### src/design/lpip_ram.sv
`default_nettype none
module lpip_ram #(
	parameter int WIDTH = 8,
	parameter int DEPTH = 16
) (
	input  wire logic                     clk,
	input  wire logic                     we,
	input  wire logic [$clog2(DEPTH)-1:0] waddr,
	input  wire logic [WIDTH-1:0]         wdata,
	input  wire logic                     re,
	input  wire logic [$clog2(DEPTH)-1:0] raddr,
	output logic      [WIDTH-1:0]         rdata
);

	logic [WIDTH-1:0] mem [DEPTH];

	always_ff @(posedge clk) begin
		if (we) begin
			mem[waddr] <= wdata;
		end
		if (re) begin
			rdata <= mem[raddr];
		end
	end

endmodule
`default_nettype wire

### config.mk
export PLATFORM = sky130hd
export DESIGN_NAME = lpip_ram
export DESIGN_NICKNAME = d
export VERILOG_FILES = /design/src/design/lpip_ram.sv
export SDC_FILE = /design/constraint.sdc
export NUM_CORES = 1
export LEC_CHECK = 0
export BUFFER_PORTS_ARGS = -buffer_cell sky130_fd_sc_hd__buf_2
export CORE_UTILIZATION = 40
export DETAILED_ROUTE_END_ITERATION = 10
export GPL_TIMING_DRIVEN = 0
export PLACE_DENSITY = 0.61
export REMOVE_ABC_BUFFERS = 1
export SYNTH_ARGS = -nofsm -noshare
export SYNTH_HDL_FRONTEND = slang
export SYNTH_SLANG_ARGS = --single-unit
### constraint.sdc
create_clock -name clk -period 2.5 [get_ports clk]
set_clock_uncertainty 0.1 [all_clocks]
set_input_delay 0.25 -clock clk [delete_from_list [all_inputs] [get_ports clk]]
set_output_delay 0.25 -clock clk [all_outputs]
set_load 0.02 [all_outputs]
; ---- Word-level counts from Yosys, hierarchy flattened
; Memories as Yosys holds them, arrays and structs flattened. A register that Yosys moved wholly into a read port is not among the register bits.
; Index checks and enable logic that the tools add are counted.
[totals]
reg_bits = 0
ramBits = 128
inputBits = 19
output_inout_bits = 8
wordCells = 3
n_memories = 1
[mem_list]
columns = name, words, word_bits, read_ports, rd_clocked_by_memory_dff, wr, line_no
row1 = mem, 16, 8, 1, 1, 1, 15  ; logic [WIDTH-1:0] mem [DEPTH];
[classes]
muxes = 2
[ops]
columns = operator, n
row1 = two-way mux 1 bit, 2

; ---- Logic depth before layout (Yosys ltp)
[logic_depth]
depth_word = 2
depth_mapped = 5
depth_no_buf = 3

; ---- Worst setup path after synthesis
; No wires, ideal clock.
[synth_path]
path_type = input port to flip-flop
start = in waddr[2]
end = mem mem[0][0], enable pin
setup_time_ps = 383
arrival_time_ps = 1360
t_required_ps = 2017
setup_slack_ps = 657
stages = 2
n_path_buf = 0
cell_sequence = or3b_2 -> nor3_1
[synth_lines]
columns = item, line_no
row1 = start: declaration, 8  ; input wire logic [$clog2(DEPTH)-1:0] waddr,
row2 = end: declaration, 15
; No word-level cell before the write port.

==> summary.txt <==
DRT Pass-1 Iters = 4
Worst slack, placed = -90.5 ps
Leakage = 1.98 nW
Worst vdd rail ir drop = 0.571 mV
Max-cap viol count = 0
Initial core utilization = 0.413
Worst EP arrival = 2160 ps
Number of clock sinks = 136
Setup CP Type = in -> reg
Sequential cell area = 0.00408 mm^2
Drt drc = 0
Port bufs = 26
Via density = 5.27
Routability congestion estimate from global placement = 0.712
Unrepaired setup endpoints after global routing = false
Worst slew pin tran = 1330 ps
Crit-path max FO = 32
Largest net degree at the start of global routing = 33
Fill count = 1039
Num ports = 27
Core box area = 0.0127 mm^2
Dpl cells = 418
Final #Nets = 284
Die area = 0.0135 mm^2
Worst rel slew slack = 0.107
Initial antenna violation count = 0
Gr usage total = 0.163
Number of diodes = 0
CTS tree = yes
Synth Instances = 229
Die Wd = 116 um
Fin crit share = 0.847
Syn Std Cell Area = 0.00523 mm^2
Smallest hold slack = 83.4 ps
TritonCTS Buffers = 17
Worst setup EP type = flop
Global route total overflow = 0
Post-DR wirelength/cell = 21.7 um
Setup ws final = 382 ps
Max Slew Vio Count = 0
Startpoint Class = input port
Final Cell Area = 0.00609 mm^2
Clock H-tree levels = 4
Final WL = 9760 um
Top-area cell type share of the netlist area = 0.781
Warnings, synthesis = 0
Synth area leader = edfxtp_1
Fmax = 472 MHz
Power Density = 864 mW/mm^2
CP required = 2540 ps
Non-Filler Instances = 450
Die height = 116 um
First DRT Iteration DRCs = 134
CTS Hold Buffers Added = 0
Post-DP HPWL = 5780 um
Clock buffer depth = 2
Run status = finished, final reports clean
Final hold vios = 0
Postcts setup bufs = 0
Layout area overhead = 16.5%
Library cells used by synthesis = 18
Hold crit path type = in -> reg
Final Setup Violations = 0
Synth Register Bits = 136
Placed Area = 0.00550 mm^2
Clock-pin slew on the worst setup and hold paths = 60 ps
Multi-input logic area = 0.00107 mm^2
Mean Syn Cell Area = 22.8 um^2
Clk Latency, worst-skew pair = 410 ps
Post-CTS sizing = 0
Top cells by area, synth = edfxtp_1 (78%), mux4_2 (7.8%), mux4_1 (7.0%)
Vias = 2373
Seq/Total Area, Yosys = 0.781
Global-route wire length before repair = 14700 um
Min Tclk post-route = 2120 ps
CTS Root Cell = clkbuf_16
Vias in the first global route = 2373
# rows = 41
Final Util = 0.481
Antenna-violating nets left = 0
Share of cells above drive strength 1 = 0.273
==> registers in the layout (all words and copies together), names as in the netlist <==
register / cells
mem: 128
rdata: 8
==> cell usage after synthesis <==
cell type and count:
buf_2 3, buf_6 3, buf_4 1, nand2_1 9, clkdlybuf4s25_2 3, nor3_1 4, nor2_1 13, or3b_2 1
edfxtp_1 136, nand2b_1 2, nand3b_1 2, nand3_1 1, mux4_1 14, nor2b_1 1, a22oi_1 16, mux4_2 18
and2_1 1, and2b_1 1
==> worst paths after layout <==
check | slack [ps] | endpoint | from | cells after the start
setup / recovery | 380 | rdata[3] | raddr[0] | 4
hold / removal | 80 | rdata[5] | re | 1
setup reg to reg | 850 | rdata[4] | mem[3][4] | 3
hold reg to reg | 660 | rdata[4] | mem[15][4] | 3
==> through the flow <==
stage / power [mW] / TNS, ps
CTS: 5.31 / 0
finish: 5.26 / 0
floorplan: 2.74 / 0
global route: 5.42 / 0
global placement: 2.86 / -438
detailed placement: 2.87 / -502
==> layer usage <==
metal  up-vias  wire length [um]  share of wire  track usage
met5         -                 0              0            0
met4         0                93         0.0095       0.0692
met3         7               555          0.057       0.0420
met2        76              4540           0.47        0.234
met1      1235              4570           0.47        0.236
li1       1055                 -              -            -
==> area by class of cell <==
| cell class | count | share of cell area |
|---|---|---|
| sequential | 136 | 0.671 |
| clock buffer | 17 | 0.0699 |
| multi-input combinational | 83 | 0.175 |
| timing repair buffer | 27 | 0.0226 |
| tap | 172 | 0.0353 |
| clock inverter | 15 | 0.0263 |
==> cells in the final DEF, fill, tap and decap left out, types with 2 or more instances in the layout <==
| master | instances |
|---|---|
| a22oi_1 | 16 |
| buf_2 | 26 |
| bufinv_16 | 3 |
| clkbuf_16 | 17 |
| clkinv_1 | 4 |
| clkinv_2 | 2 |
| clkinvlp_4 | 6 |
| edfxtp_1 | 136 |
| mux4_1 | 14 |
| mux4_2 | 18 |
| nand2_1 | 9 |
| nand2b_1 | 2 |
| nand3b_1 | 2 |
| nor2_1 | 13 |
| nor3_1 | 2 |
| nor3_2 | 2 |
==> where the power goes <==
group | switching, mW | internal, mW
combinational | 0.146 | 0.0889
clock | 0.898 | 1.55
sequential | 0.0101 | 2.57
total | 1.05 | 4.21
==> critical path, cell delays in order <==
cell and delay, ps:
buf_2 800, mux4_1 660, a22oi_1 310, nand2_1 110
==> kinds of logic (layout without fill, tap and decap cells) <==
kind of cell	Yosys count	after routing	synth area share
buf+inv	10	59	0.0165
flops	136	136	0.781
simple gates	35	35	0.0314
compound gates	16	16	0.0230
mux	32	32	0.148
No activity file was read; power rests on OpenSTA's default activity.
