--- src/design/lpip_pkg.sv ---
`default_nettype none
package lpip_pkg;

	localparam int LEVEL_W           = 16;
	localparam int CHANNELS          = 5;
	localparam int ENTRY_W           = 9;
	localparam int CFG_W             = 10;
	localparam int PIU_RESET         = 300;
	localparam int DEF_TABLE_DEPTH   = 512;
	localparam int DEF_STEPS         = 36;
	localparam int KEYFRAME_W        = CHANNELS * LEVEL_W;

	localparam logic [LEVEL_W-1:0] LEVEL_MAX = 16'hFFFF;

	// Channel order inside a keyframe and a result
	localparam int CH_WHITE   = 0;
	localparam int CH_RED     = 1;
	localparam int CH_FAR_RED = 2;
	localparam int CH_PURPLE  = 3;
	localparam int CH_LIME    = 4;

	typedef enum logic {
		KIND_TICK  = 1'b0,
		KIND_WRITE = 1'b1
	} kind_t;

	typedef logic [LEVEL_W-1:0] level_t;
	typedef level_t [CHANNELS-1:0] keyframe_t;

	// Tick handed from the sequencer into the blend pipeline
	typedef struct packed {
		logic valid;
		logic manual;
	} tick_push_t;

	// Load enables for the lane stages
	typedef struct packed {
		logic s2;
		logic s3;
	} stage_en_t;

endpackage
`default_nettype wire

--- src/design/lpip_ctrl.sv ---
`default_nettype none
module lpip_ctrl
	import lpip_pkg::*;
#(
	parameter int TABLE_DEPTH       = DEF_TABLE_DEPTH,
	parameter int STEPS_PER_SEGMENT = DEF_STEPS,
	localparam int IDX_W            = $clog2(TABLE_DEPTH),
	localparam int STEP_W           = $clog2(STEPS_PER_SEGMENT + 1)
) (
	input  wire logic               clk,
	input  wire logic               arst_n,
	input  wire logic               accept,
	input  wire logic               kind,
	input  wire logic               manual_mode,
	input  wire logic [ENTRY_W-1:0] entry_index,
	input  wire logic               cfg_we,
	input  wire logic [CFG_W-1:0]   cfg_data,
	output logic                    wr_en,
	output logic      [IDX_W-1:0]   wr_addr,
	output logic      [IDX_W-1:0]   rd_cur,
	output logic      [IDX_W-1:0]   rd_nxt,
	output logic      [STEP_W-1:0]  step,
	output tick_push_t              push
);

	localparam int DEPTH_W = $clog2(TABLE_DEPTH + 1);
	localparam int CNT_W   = (DEPTH_W > CFG_W) ? DEPTH_W : CFG_W;

	logic [CFG_W-1:0]  piu_q;
	logic [IDX_W-1:0]  pi_q;
	logic [STEP_W-1:0] step_q;

	logic [CNT_W-1:0]  piu_ext;
	logic [CNT_W-1:0]  n_active;
	logic [CNT_W-1:0]  cur_plus;
	logic [IDX_W-1:0]  cur;
	logic [IDX_W-1:0]  nxt;
	logic              tick_acc;
	logic              seg_end;

	always_comb begin
		piu_ext = CNT_W'(piu_q);
		priority if (piu_ext == '0) begin
			n_active = CNT_W'(1);
		end else if (piu_ext > CNT_W'(TABLE_DEPTH)) begin
			n_active = CNT_W'(TABLE_DEPTH);
		end else begin
			n_active = piu_ext;
		end

		cur      = (CNT_W'(pi_q) >= CNT_W'(TABLE_DEPTH)) ? '0 : pi_q;
		cur_plus = CNT_W'(cur) + CNT_W'(1);
		nxt      = (cur_plus >= n_active) ? '0 : cur_plus[IDX_W-1:0];
	end

	assign tick_acc = accept && (kind == KIND_TICK);
	assign seg_end  = (step_q == STEP_W'(STEPS_PER_SEGMENT));

	assign wr_en   = accept && (kind == KIND_WRITE)
		&& (CNT_W'(entry_index) < CNT_W'(TABLE_DEPTH));
	assign wr_addr = IDX_W'(entry_index);
	assign rd_cur  = cur;
	assign rd_nxt  = nxt;
	assign step    = step_q;

	always_comb begin
		push.valid  = tick_acc;
		push.manual = manual_mode;
	end

	always_ff @(posedge clk or negedge arst_n) begin
		if (!arst_n) begin
			piu_q  <= CFG_W'(PIU_RESET);
			pi_q   <= '0;
			step_q <= '0;
		end else begin
			if (cfg_we) begin
				piu_q <= cfg_data;
			end
			if (tick_acc) begin
				priority if (manual_mode) begin
					pi_q   <= '0;
					step_q <= '0;
				end else if (seg_end) begin
					pi_q   <= nxt;
					step_q <= '0;
				end else begin
					pi_q   <= cur;
					step_q <= step_q + STEP_W'(1);
				end
			end
		end
	end

	a_step_bound: assert property (@(posedge clk) disable iff (!arst_n)
		step_q <= STEP_W'(STEPS_PER_SEGMENT))
		else $error("step counter beyond segment length");

	a_manual_clears: assert property (@(posedge clk) disable iff (!arst_n)
		(tick_acc && manual_mode) |=> (pi_q == '0 && step_q == '0))
		else $error("manual tick did not clear index and step");

	a_step_advance: assert property (@(posedge clk) disable iff (!arst_n)
		(tick_acc && !manual_mode && !seg_end)
		|=> (step_q == STEP_W'($past(step_q) + STEP_W'(1)) && pi_q == $past(cur)))
		else $error("step did not advance within segment");

	a_next_in_range: assert property (@(posedge clk) disable iff (!arst_n)
		(nxt == '0) || (CNT_W'(nxt) < n_active))
		else $error("next keyframe beyond points in use");

endmodule
`default_nettype wire

--- config.mk ---
export PLATFORM = sky130hd
export DESIGN_NAME = lpip_ctrl
export DESIGN_NICKNAME = d
export VERILOG_FILES = /design/src/design/lpip_pkg.sv /design/src/design/lpip_ctrl.sv
export SDC_FILE = /design/constraint.sdc
export NUM_CORES = 1
export LEC_CHECK = 0
export BUFFER_PORTS_ARGS = -buffer_cell sky130_fd_sc_hd__buf_2
export CORE_ASPECT_RATIO = 0.7
export CORE_MARGIN = 8
export CORE_UTILIZATION = 49
export DETAILED_ROUTE_END_ITERATION = 7
export PLACE_DENSITY = 0.84
export SYNTH_ARGS = -nofsm -noshare
export SYNTH_HDL_FRONTEND = slang
export SYNTH_SLANG_ARGS = --single-unit
--- constraint.sdc ---
create_clock -name clk -period 3.3 [get_ports clk]
set_input_delay 0.33 -clock clk [delete_from_list [all_inputs] [get_ports clk]]
set_output_delay 0.33 -clock clk [all_outputs]
set_load 0.01 [all_outputs]
# Yosys cells after proc, flatten, opt, wreduce, memory -nomap -nowiden
# Index checks and enable logic that the tools add are counted.
[word_totals]
in_bits = 25
output_inout_bits = 36
ff_bits = 25
word_cells = 21
[op_classes]
eq_ne = 1
muxes = 7
add_sub_neg = 2
n_reduce_logical = 5
n_lt_le_gt_ge = 2
n_bitwise = 1
[op_table]
columns = ["cell", "n"]
rows = [
  ["$mux 9", 3],
  ["$mux 10", 2],
  ["$mux 6", 2],
  ["$add 9x1->10 const B", 1],
  ["$ge 10x10->1", 1],
  ["$gt 10x10->1 const B", 1],
  ["$logic_not 10->1", 1],
  ["$add 6x1->6 const B", 1],
  ["$eq 6x6->1 const B", 1],
  ["$logic_and 1x1->1", 2],
  ["$reduce_and 2->1", 1],
  ["$reduce_bool 2->1", 1],
  ["$not 1->1", 1],
]

# Depth between registers and ports, before layout
# Gate-level depths: netlist of run 1.
[depth]
ltp_word = 7
ltp_mapped = 12
depth_no_buf = 11

# Least setup slack after synthesis of run 1
# Ideal clock, no wire load.
[synth_timing]
path_type = "register to output"
start = "register pi_q[0] (netlist: rd_cur[0])"
end = "output port rd_nxt[0]"
setup_slack_ps = 638
arrival_time_ps = 2332
n_path_buf = 1
required_ps = 2970
stages_incl_launch_ff = 12
path_cell_list = "dfrtp_1 -> ha_1 -> nand4_1 -> nor2_1 -> xnor2_1 -> inv_1 -> ha_1 -> nand4_1 -> o41a_2 -> nand2_2 -> buf_6 -> nor2_1"
[synth_between]
elab_chain_cells = 3
[synth_rtl]
columns = ["element", "line", "rtl"]
rows = [
  ["start: declaration", "lpip_ctrl.sv:30", "logic [IDX_W-1:0] pi_q;"],
  ["start signal: assignment", "lpip_ctrl.sv:85", "pi_q <= nxt;"],
  ["start signal: assignment", "lpip_ctrl.sv:88", "pi_q <= cur;"],
  ["$add 9x1->10 (*)", "lpip_ctrl.sv:52", "cur_plus = CNT_W'(cur) + CNT_W'(1);"],
  ["$ge 10x10->1", "lpip_ctrl.sv:53", "nxt = (cur_plus >= n_active) ? '0 : cur_plus[IDX_W-1:0];"],
  ["$mux 9 (*)", "lpip_ctrl.sv:53", ""],
  ["end: declaration", "lpip_ctrl.sv:21", "output logic [IDX_W-1:0] rd_nxt,"],
]
# Every way passes the cells marked *; elsewhere a longest branch is shown, timed or not.

# Worst setup path after layout of run 1
[layout_timing]
start = "register pi_q[4] (netlist: rd_cur[4])"
end = "output port rd_nxt[6]"
# The elaborated chain is that of the path after synthesis.

==> results of run 1 <==
-- cells by family after synthesis --
family	synth area share, %
buffers and inverters	9.59
AND/OR/NAND/NOR	18.2
AO/OA/AOI/OAI	12.1
flip-flops	39.0
XOR/XNOR	4.87
adder cells (fa/ha/maj)	10.1
multiplexers	6.26
-- worst max path at each step --
stage              start        end  slack, ns  cells past startpoint
2_1_floorplan  rd_cur[0]  rd_nxt[0]       0.64                     11
3_3_place_gp   rd_cur[0]  rd_nxt[6]       0.34                     11
3_5_place_dp   rd_cur[0]  rd_nxt[6]       0.24                     11
4_1_cts        rd_cur[0]  rd_nxt[6]       0.02                     11
5_1_grt        rd_cur[1]  rd_nxt[5]       0.01                     11
6_report       rd_cur[4]  rd_nxt[6]       0.14                     11
-- state kept, by name, indices dropped and copies added, names as in the netlist --
register and flops:
rd_cur 9, step 6, piu_ext 10
-- area by class of cell --
type                            count  area [µm²]  share of cell area [%]
Inverter                           14        52.6                    2.84
Sequential cell                    25         634                    34.2
Multi-Input combinational cell    122         848                    45.8
Clock buffer                        4        45.0                    2.43
Timing Repair Buffer               44         225                    12.2
Tap cell                           38        47.5                    2.57
-- worst max-delay path, delay by kind of cell, from the launching register on --
| family | cells | cell delay [ns] |
|---|---|---|
| AO/OA/AOI/OAI | 1 | 0.57 |
| XOR/XNOR | 1 | 0.23 |
| AND/OR/NAND/NOR | 6 | 0.78 |
| adder cells (fa/ha/maj) | 1 | 0.31 |
| flip-flops | 1 | 0.46 |
| buffers and inverters | 2 | 0.22 |
-- Yosys cell counts --
cell,n,area (µm²)
nand2_1,25,93.8
dfrtp_1,21,526
nor2_1,15,56.3
ha_1,13,163
o21ai_0,13,65.1
inv_1,12,45.0
buf_4,11,82.6
mux2_2,9,101
a21oi_1,8,40.0
nand3_1,6,30.0
xor2_1,6,52.6
dfstp_2,4,105
nand4_1,4,25.0
nand2b_1,3,18.8
nor4_1,3,18.8
xnor2_1,3,26.3
a211o_1,1,8.76
a41o_1,1,10.0
and2_1,1,6.26
buf_2,1,5.00
buf_6,1,11.3
clkbuf_1,1,3.75
clkinv_1,1,3.75
inv_2,1,3.75
nand2_2,1,6.26
nand2b_4,1,13.8
nand3b_1,1,7.51
nor3_1,1,5.00
o21a_1,1,7.51
o31ai_1,1,7.51
o41a_2,1,12.5
o41ai_2,1,16.3
o41ai_4,1,27.5
or2_1,1,6.26
or3_1,1,6.26
-- metal layers --
metal  GRT usage [%]  routed length, µm  vias to the layer above
li1                -                  -                      658
met1            19.0               1730                      616
met2            21.6               1680                       59
met3            4.97                387                        7
met4            3.97                 38                        0
met5               0                  0                        -
-- cell usage in the layout, fill, tap and decap left out, types with 2 or more instances in the layout --
cell type and count:
nor2_1 15, nor4_1 3, mux2_2 9, inv_1 12
xor2_1 6, buf_2 42, dfrtp_1 18, nand2b_1 3
nand2_1 25, buf_4 2, dfrtp_2 3, clkbuf_8 3
dfstp_2 4, nand4_1 4, a21oi_1 8, nand3_1 6
xnor2_1 3, o21ai_0 13, ha_1 12
-- per-stage QoR --
step	setup slack, ns	std cells	total power, mW	area [µm²]
after floorplan	0.638	175	0.496	1620
after global placement	0.340	241	0.549	1770
after detailed placement	0.244	241	0.557	1770
after CTS	0.0182	245	0.739	1820
after global routing	0.00986	247	0.796	1850
final	0.143	247	0.748	1850
-- repair_timing --
action,4_1_cts,5_1_grt
cloned,0,0
resized for setup,1,5
setup endpoints to repair,9,9
buffers inserted,0,2
pin swaps,0,0
-- power by group --
part | switching, mW | internal [mW] | total (mW) | leakage [nW]
logic | 0.111 | 0.0858 | 0.197 | 0.642
clock network | 0.0969 | 0.0865 | 0.183 | 0.0228
registers | 0.0295 | 0.338 | 0.367 | 0.310
==> results.sh, run 1 <==
export IMPL_avgSynthCellArea_um2=9.24
export IMPL_yosysWarningCount=0
export IMPL_r2r_slack_ns=0.51
export IMPL_grt_usage_pct=14.3
export IMPL_grt_pass1_vias=1285
export IMPL_nFillCells=284
export IMPL_gp_congestion=0.832
export IMPL_period_needed_ns=3.16
export IMPL_critPathCaptureType="output pin"
export IMPL_worstSetupStartpointType="register"
export IMPL_routed_wl_mm=3.84
export IMPL_slowest_delay_ns=0.57
export IMPL_r2r_end="rd_cur[1]"
export IMPL_cts_tree="built"
export IMPL_post_drt_wl_per_cell_um=15.6
export IMPL_relSlewSlack_pct=63.4
export IMPL_holdWs_ns=0.0350
export IMPL_cts_root_buffer="clkbuf_8"
export IMPL_coreArea_um2=3150
export IMPL_ctsHoldBuffers=0
export IMPL_drive_gt1_share_pct=33.5
export IMPL_drt_iter0_markers=56
export IMPL_syn_nets=213
export IMPL_cp_cell_sequence="nand3_1, nor2_1, nand3_1, xor2_1, inv_1, ha_1, nand4_1, o41a_2, nand2_8, nor2_1, buf_2"
export IMPL_worstSetupPathType="register to output pin"
export IMPL_finalSetupViolations=0
export IMPL_via_per_inst=5.43
export IMPL_drt_antenna_violating_nets=0
export IMPL_nets=248
export IMPL_grt_overflow=0
export IMPL_vias=1340
export IMPL_die_x_um=84.7
export IMPL_dr_pass1_iters=4
export IMPL_cts_max_level=1
export IMPL_critical_path_required_ns=2.97
export IMPL_dieArea_um2=5430
export IMPL_peakVddDrop_mv=0.230
export IMPL_grt_pass1_wl_mm=6.27
export IMPL_start_util_pct=51.4
export IMPL_area_growth_pct=14.5
export IMPL_port_buffers=42
export IMPL_outcome="finished, final reports clean"
export IMPL_grt_setup_unrepaired="no"
export IMPL_hold_class="input pin to asynchronous set/reset pin"
export IMPL_timing_rr_start="rd_cur[4]"
export IMPL_clk_transition_reported_paths_ns=0.09
export IMPL_cellPowerDensity_nw_per_um2=403
export IMPL_final_setup_tns_ns=0
export IMPL_clk_latency_ns=0.27
export IMPL_grt_max_degree=26
export IMPL_leakagePower_nw=0.975
export IMPL_cpMaxStageDelayCell="o41a_2"
export IMPL_max_cap_viol_count=0
export IMPL_drc=0
export IMPL_antenna_cells=0
export IMPL_yosys_register_bits=25
export IMPL_cts_made_buffers=3
export IMPL_drv_slew=0
export IMPL_ys_types=35
export IMPL_critPathMaxFanout=11
export IMPL_rows=17
export IMPL_ioPinCount=61
export IMPL_clock_path_buffers=2
export IMPL_r2r_cells=11
export IMPL_max_freq_mhz=317
export IMPL_clock_sinks=25
export IMPL_clock_skew_ns=0.00249
export IMPL_netlist_area_um2=1620
export IMPL_timing_final_crit_share_pct=95.7
export IMPL_final_core_util_pct=58.9
export IMPL_final_hold_viol_count=0
export IMPL_dp_hpwl_mm=3.01
export IMPL_chipHeight_um=64.1
export IMPL_seq_area_frac_synth_pct=39.0
export IMPL_crit_arrival_ns=2.83
export IMPL_antenna_found_initial=0
export IMPL_synth_cells=175
export IMPL_tightest_slew_ns=0.549
Note: power is estimated with default switching activity, not from simulation.
==> run 2, diff against run 1 <==
--- a/config.mk
+++ b/config.mk
@@ -5,10 +5,10 @@
 export SDC_FILE = /design/constraint.sdc
 export NUM_CORES = 1
 export LEC_CHECK = 0
+export ABC_AREA = 1
 export BUFFER_PORTS_ARGS = -buffer_cell sky130_fd_sc_hd__buf_2
 export CORE_ASPECT_RATIO = 0.7
-export CORE_MARGIN = 8
-export CORE_UTILIZATION = 49
+export CORE_UTILIZATION = 50
 export DETAILED_ROUTE_END_ITERATION = 7
 export PLACE_DENSITY = 0.84
 export SYNTH_ARGS = -nofsm -noshare
==> run 2 against run 1 <==
Flip-flop and latch count did not move. Hold slack got worse by 0.0094 ns. Wire length is 2.1% lower. Area after synthesis up 7.6%. Highest routed layer unchanged. Count of clock-buffer cells in the layout stayed put. Critical endpoint unchanged. Largest power group unchanged. Fmax grew 4.0%. Utilization up 1.9 points.
==> results.sh, run 2 <==
export IMPL_numPlacedInstances=315
export IMPL_ys_types=26
export IMPL_dp_slack_ns=0.598
export IMPL_final_cells=319
export IMPL_r2r_end="rd_cur[2]"
export IMPL_grt_pass1_vias=1341
export IMPL_cp_cell_sequence="ha_1, nand2_2, nor2_2, xor2_1, ha_1, nand2_1, inv_1, nand2_1, nand2_1, nand2_1, nand3_2, nor3_1, buf_2"
export IMPL_critPathCaptureType="output pin"
export IMPL_leakagePower_nw=1.15
export IMPL_peakVddDrop_mv=0.209
export IMPL_relSlewSlack_pct=63.2
export IMPL_async_flop_share_pct=100
export IMPL_rows=17
export IMPL_final_cell_mix="65 x nand2_1, 42 x buf_2, 36 x inv_1"
export IMPL_seq_area_um2=631
export IMPL_netlist_area_um2=1740
export IMPL_grt_setup_unrepaired="no"
export IMPL_nFillCells=303
export IMPL_nets=311
export IMPL_clk_transition_reported_paths_ns=0.09
export IMPL_period_needed_ns=3.04
export IMPL_grt_usage_pct=22.5
export IMPL_clock_sinks=25
export IMPL_cellPowerDensity_nw_per_um2=327
export IMPL_finalSetupViolations=0
export IMPL_coreArea_um2=3230
export IMPL_yosysWarningCount=0
export IMPL_dr_pass1_iters=4
export IMPL_dp_hpwl_mm=2.91
export IMPL_path_delay_family="simple AND/OR/NAND/NOR gates"
export IMPL_multi_input_area_um2=873
export IMPL_final_hold_viol_count=0
export IMPL_drt_iter0_markers=132
export IMPL_area_growth_pct=12.9
export IMPL_final_core_util_pct=60.8
export IMPL_yosys_register_bits=25
export IMPL_cp_common_cell="nand2_1"
export IMPL_routed_wl_mm=3.76
export IMPL_crit_arrival_ns=2.71
export IMPL_grt_overflow=0
export IMPL_postCtsSetupRepairBufs=0
export IMPL_worstSetupStartpointType="register"
export IMPL_tightest_slew_ns=0.552
export IMPL_synthTopCellsByArea="dfrtp_1 30%, nand2_1 14%, ha_1 9.3%"
export IMPL_synth_largest_area_cell="dfrtp_1"
export IMPL_ioPinCount=61
export IMPL_drt_antenna_violating_nets=0
export IMPL_crit_buf_inv=2
export IMPL_antenna_cells=0
export IMPL_avgSynthCellArea_um2=7.28
export IMPL_drv_slew=0
export IMPL_chipHeight_um=51.4
export IMPL_synth_cells=239
export IMPL_worstSetupPathType="register to output pin"
export IMPL_grt_max_degree=26
export IMPL_drc=0
export IMPL_via_per_inst=5.02
export IMPL_clock_path_buffers=2
export IMPL_timing_rr_start="rd_cur[0]"
export IMPL_drive_gt1_share_pct=22.4
export IMPL_cts_tree="built"
export IMPL_hold_class="input pin to asynchronous set/reset pin"
export IMPL_largest_reg_flops=10
export IMPL_die_x_um=72.5
export IMPL_antenna_found_initial=0
export IMPL_synth_top_cell_area_share_pct=30.2
export IMPL_cts_root_buffer="clkbuf_8"
export IMPL_final_common_cell="nand2_1"
export IMPL_grt_pass1_wl_mm=6.27
export IMPL_cts_made_buffers=3
export IMPL_power_total_mw=0.643
export IMPL_synth_edf_count=0
export IMPL_ctsHoldBuffers=0
export IMPL_clock_skew_ns=0.00551
export IMPL_yosys_top_cells_count="65 x nand2_1, 36 x inv_1, 21 x dfrtp_1, 21 x nor2_1, 18 x nand3_1"
export IMPL_critPathMaxFanout=9
export IMPL_cpMaxStageDelayCell="dfrtp_1"
export IMPL_synth_main_ff_cell="dfrtp_1"
export IMPL_r2r_cells=14
export IMPL_seq_area_frac_synth_pct=36.2
export IMPL_dpl_cell_area_um2=1920
export IMPL_slowest_delay_ns=0.47
export IMPL_port_buffers=42
export IMPL_r2r_slack_ns=0.90
export IMPL_max_cap_viol_count=0
export IMPL_timing_final_crit_share_pct=92.0
export IMPL_post_cts_resized=0
export IMPL_stdcell_area_um2=1960
export IMPL_synth_most_common_cell="nand2_1"
export IMPL_outcome="finished, final reports clean"
export IMPL_holdWs_ns=0.0256
export IMPL_vias=1602
export IMPL_start_util_pct=53.8
export IMPL_syn_nets=277
export IMPL_fin_ws_ns=0.264
export IMPL_cts_max_level=1
export IMPL_dieArea_um2=3720
export IMPL_critical_path_required_ns=2.97
export IMPL_final_setup_tns_ns=0
export IMPL_max_freq_mhz=329
export IMPL_clk_latency_ns=0.27
export IMPL_gp_congestion=0.823
export IMPL_post_drt_wl_per_cell_um=11.8
run 2: worst max path at each step:
stage | cells past startpoint | from | slack, ns | to
finish | 13 | rd_cur[0] | 0.26 | rd_nxt[6]
global route | 13 | rd_cur[0] | 0.06 | rd_nxt[6]
CTS | 13 | rd_cur[0] | 0.29 | rd_nxt[6]
detailed placement | 13 | rd_cur[0] | 0.60 | rd_nxt[6]
global placement | 13 | rd_cur[0] | 0.63 | rd_nxt[6]
floorplan | 12 | rd_cur[0] | 0.92 | rd_nxt[2]
run 2: final cells by class:
type / instances / share of cell area, %
clock buffer: 4 / 2.29
inverter: 39 / 7.45
multi-input combinational: 162 / 44.5
sequential: 25 / 32.1
tap: 47 / 2.99
timing repair buffer: 42 / 10.7
run 2: power by group:
| group | leakage, nW | switching, mW | internal (mW) |
|---|---|---|---|
| logic | 0.806 | 0.0718 | 0.0401 |
| clock network | 0.0228 | 0.101 | 0.0866 |
| registers | 0.322 | 0.0153 | 0.328 |
run 2: kinds of logic after synthesis:
| group | after synthesis | share of synthesized area, % |
|---|---|---|
| simple gates | 124 | 32.4 |
| buf+inv | 52 | 13.6 |
| flops | 25 | 36.2 |
| compound gates | 21 | 6.40 |
| fa+ha+maj | 13 | 9.35 |
| xor+xnor | 4 | 2.01 |
run 2: routing by layer:
metal  vias up  share of wire, %  track usage (%)
met5         -                 0                0
met4         0              0.61             4.90
met3         5               5.8             5.33
met2        50                41             33.8
met1       733                52             32.6
li1        814                 -                -
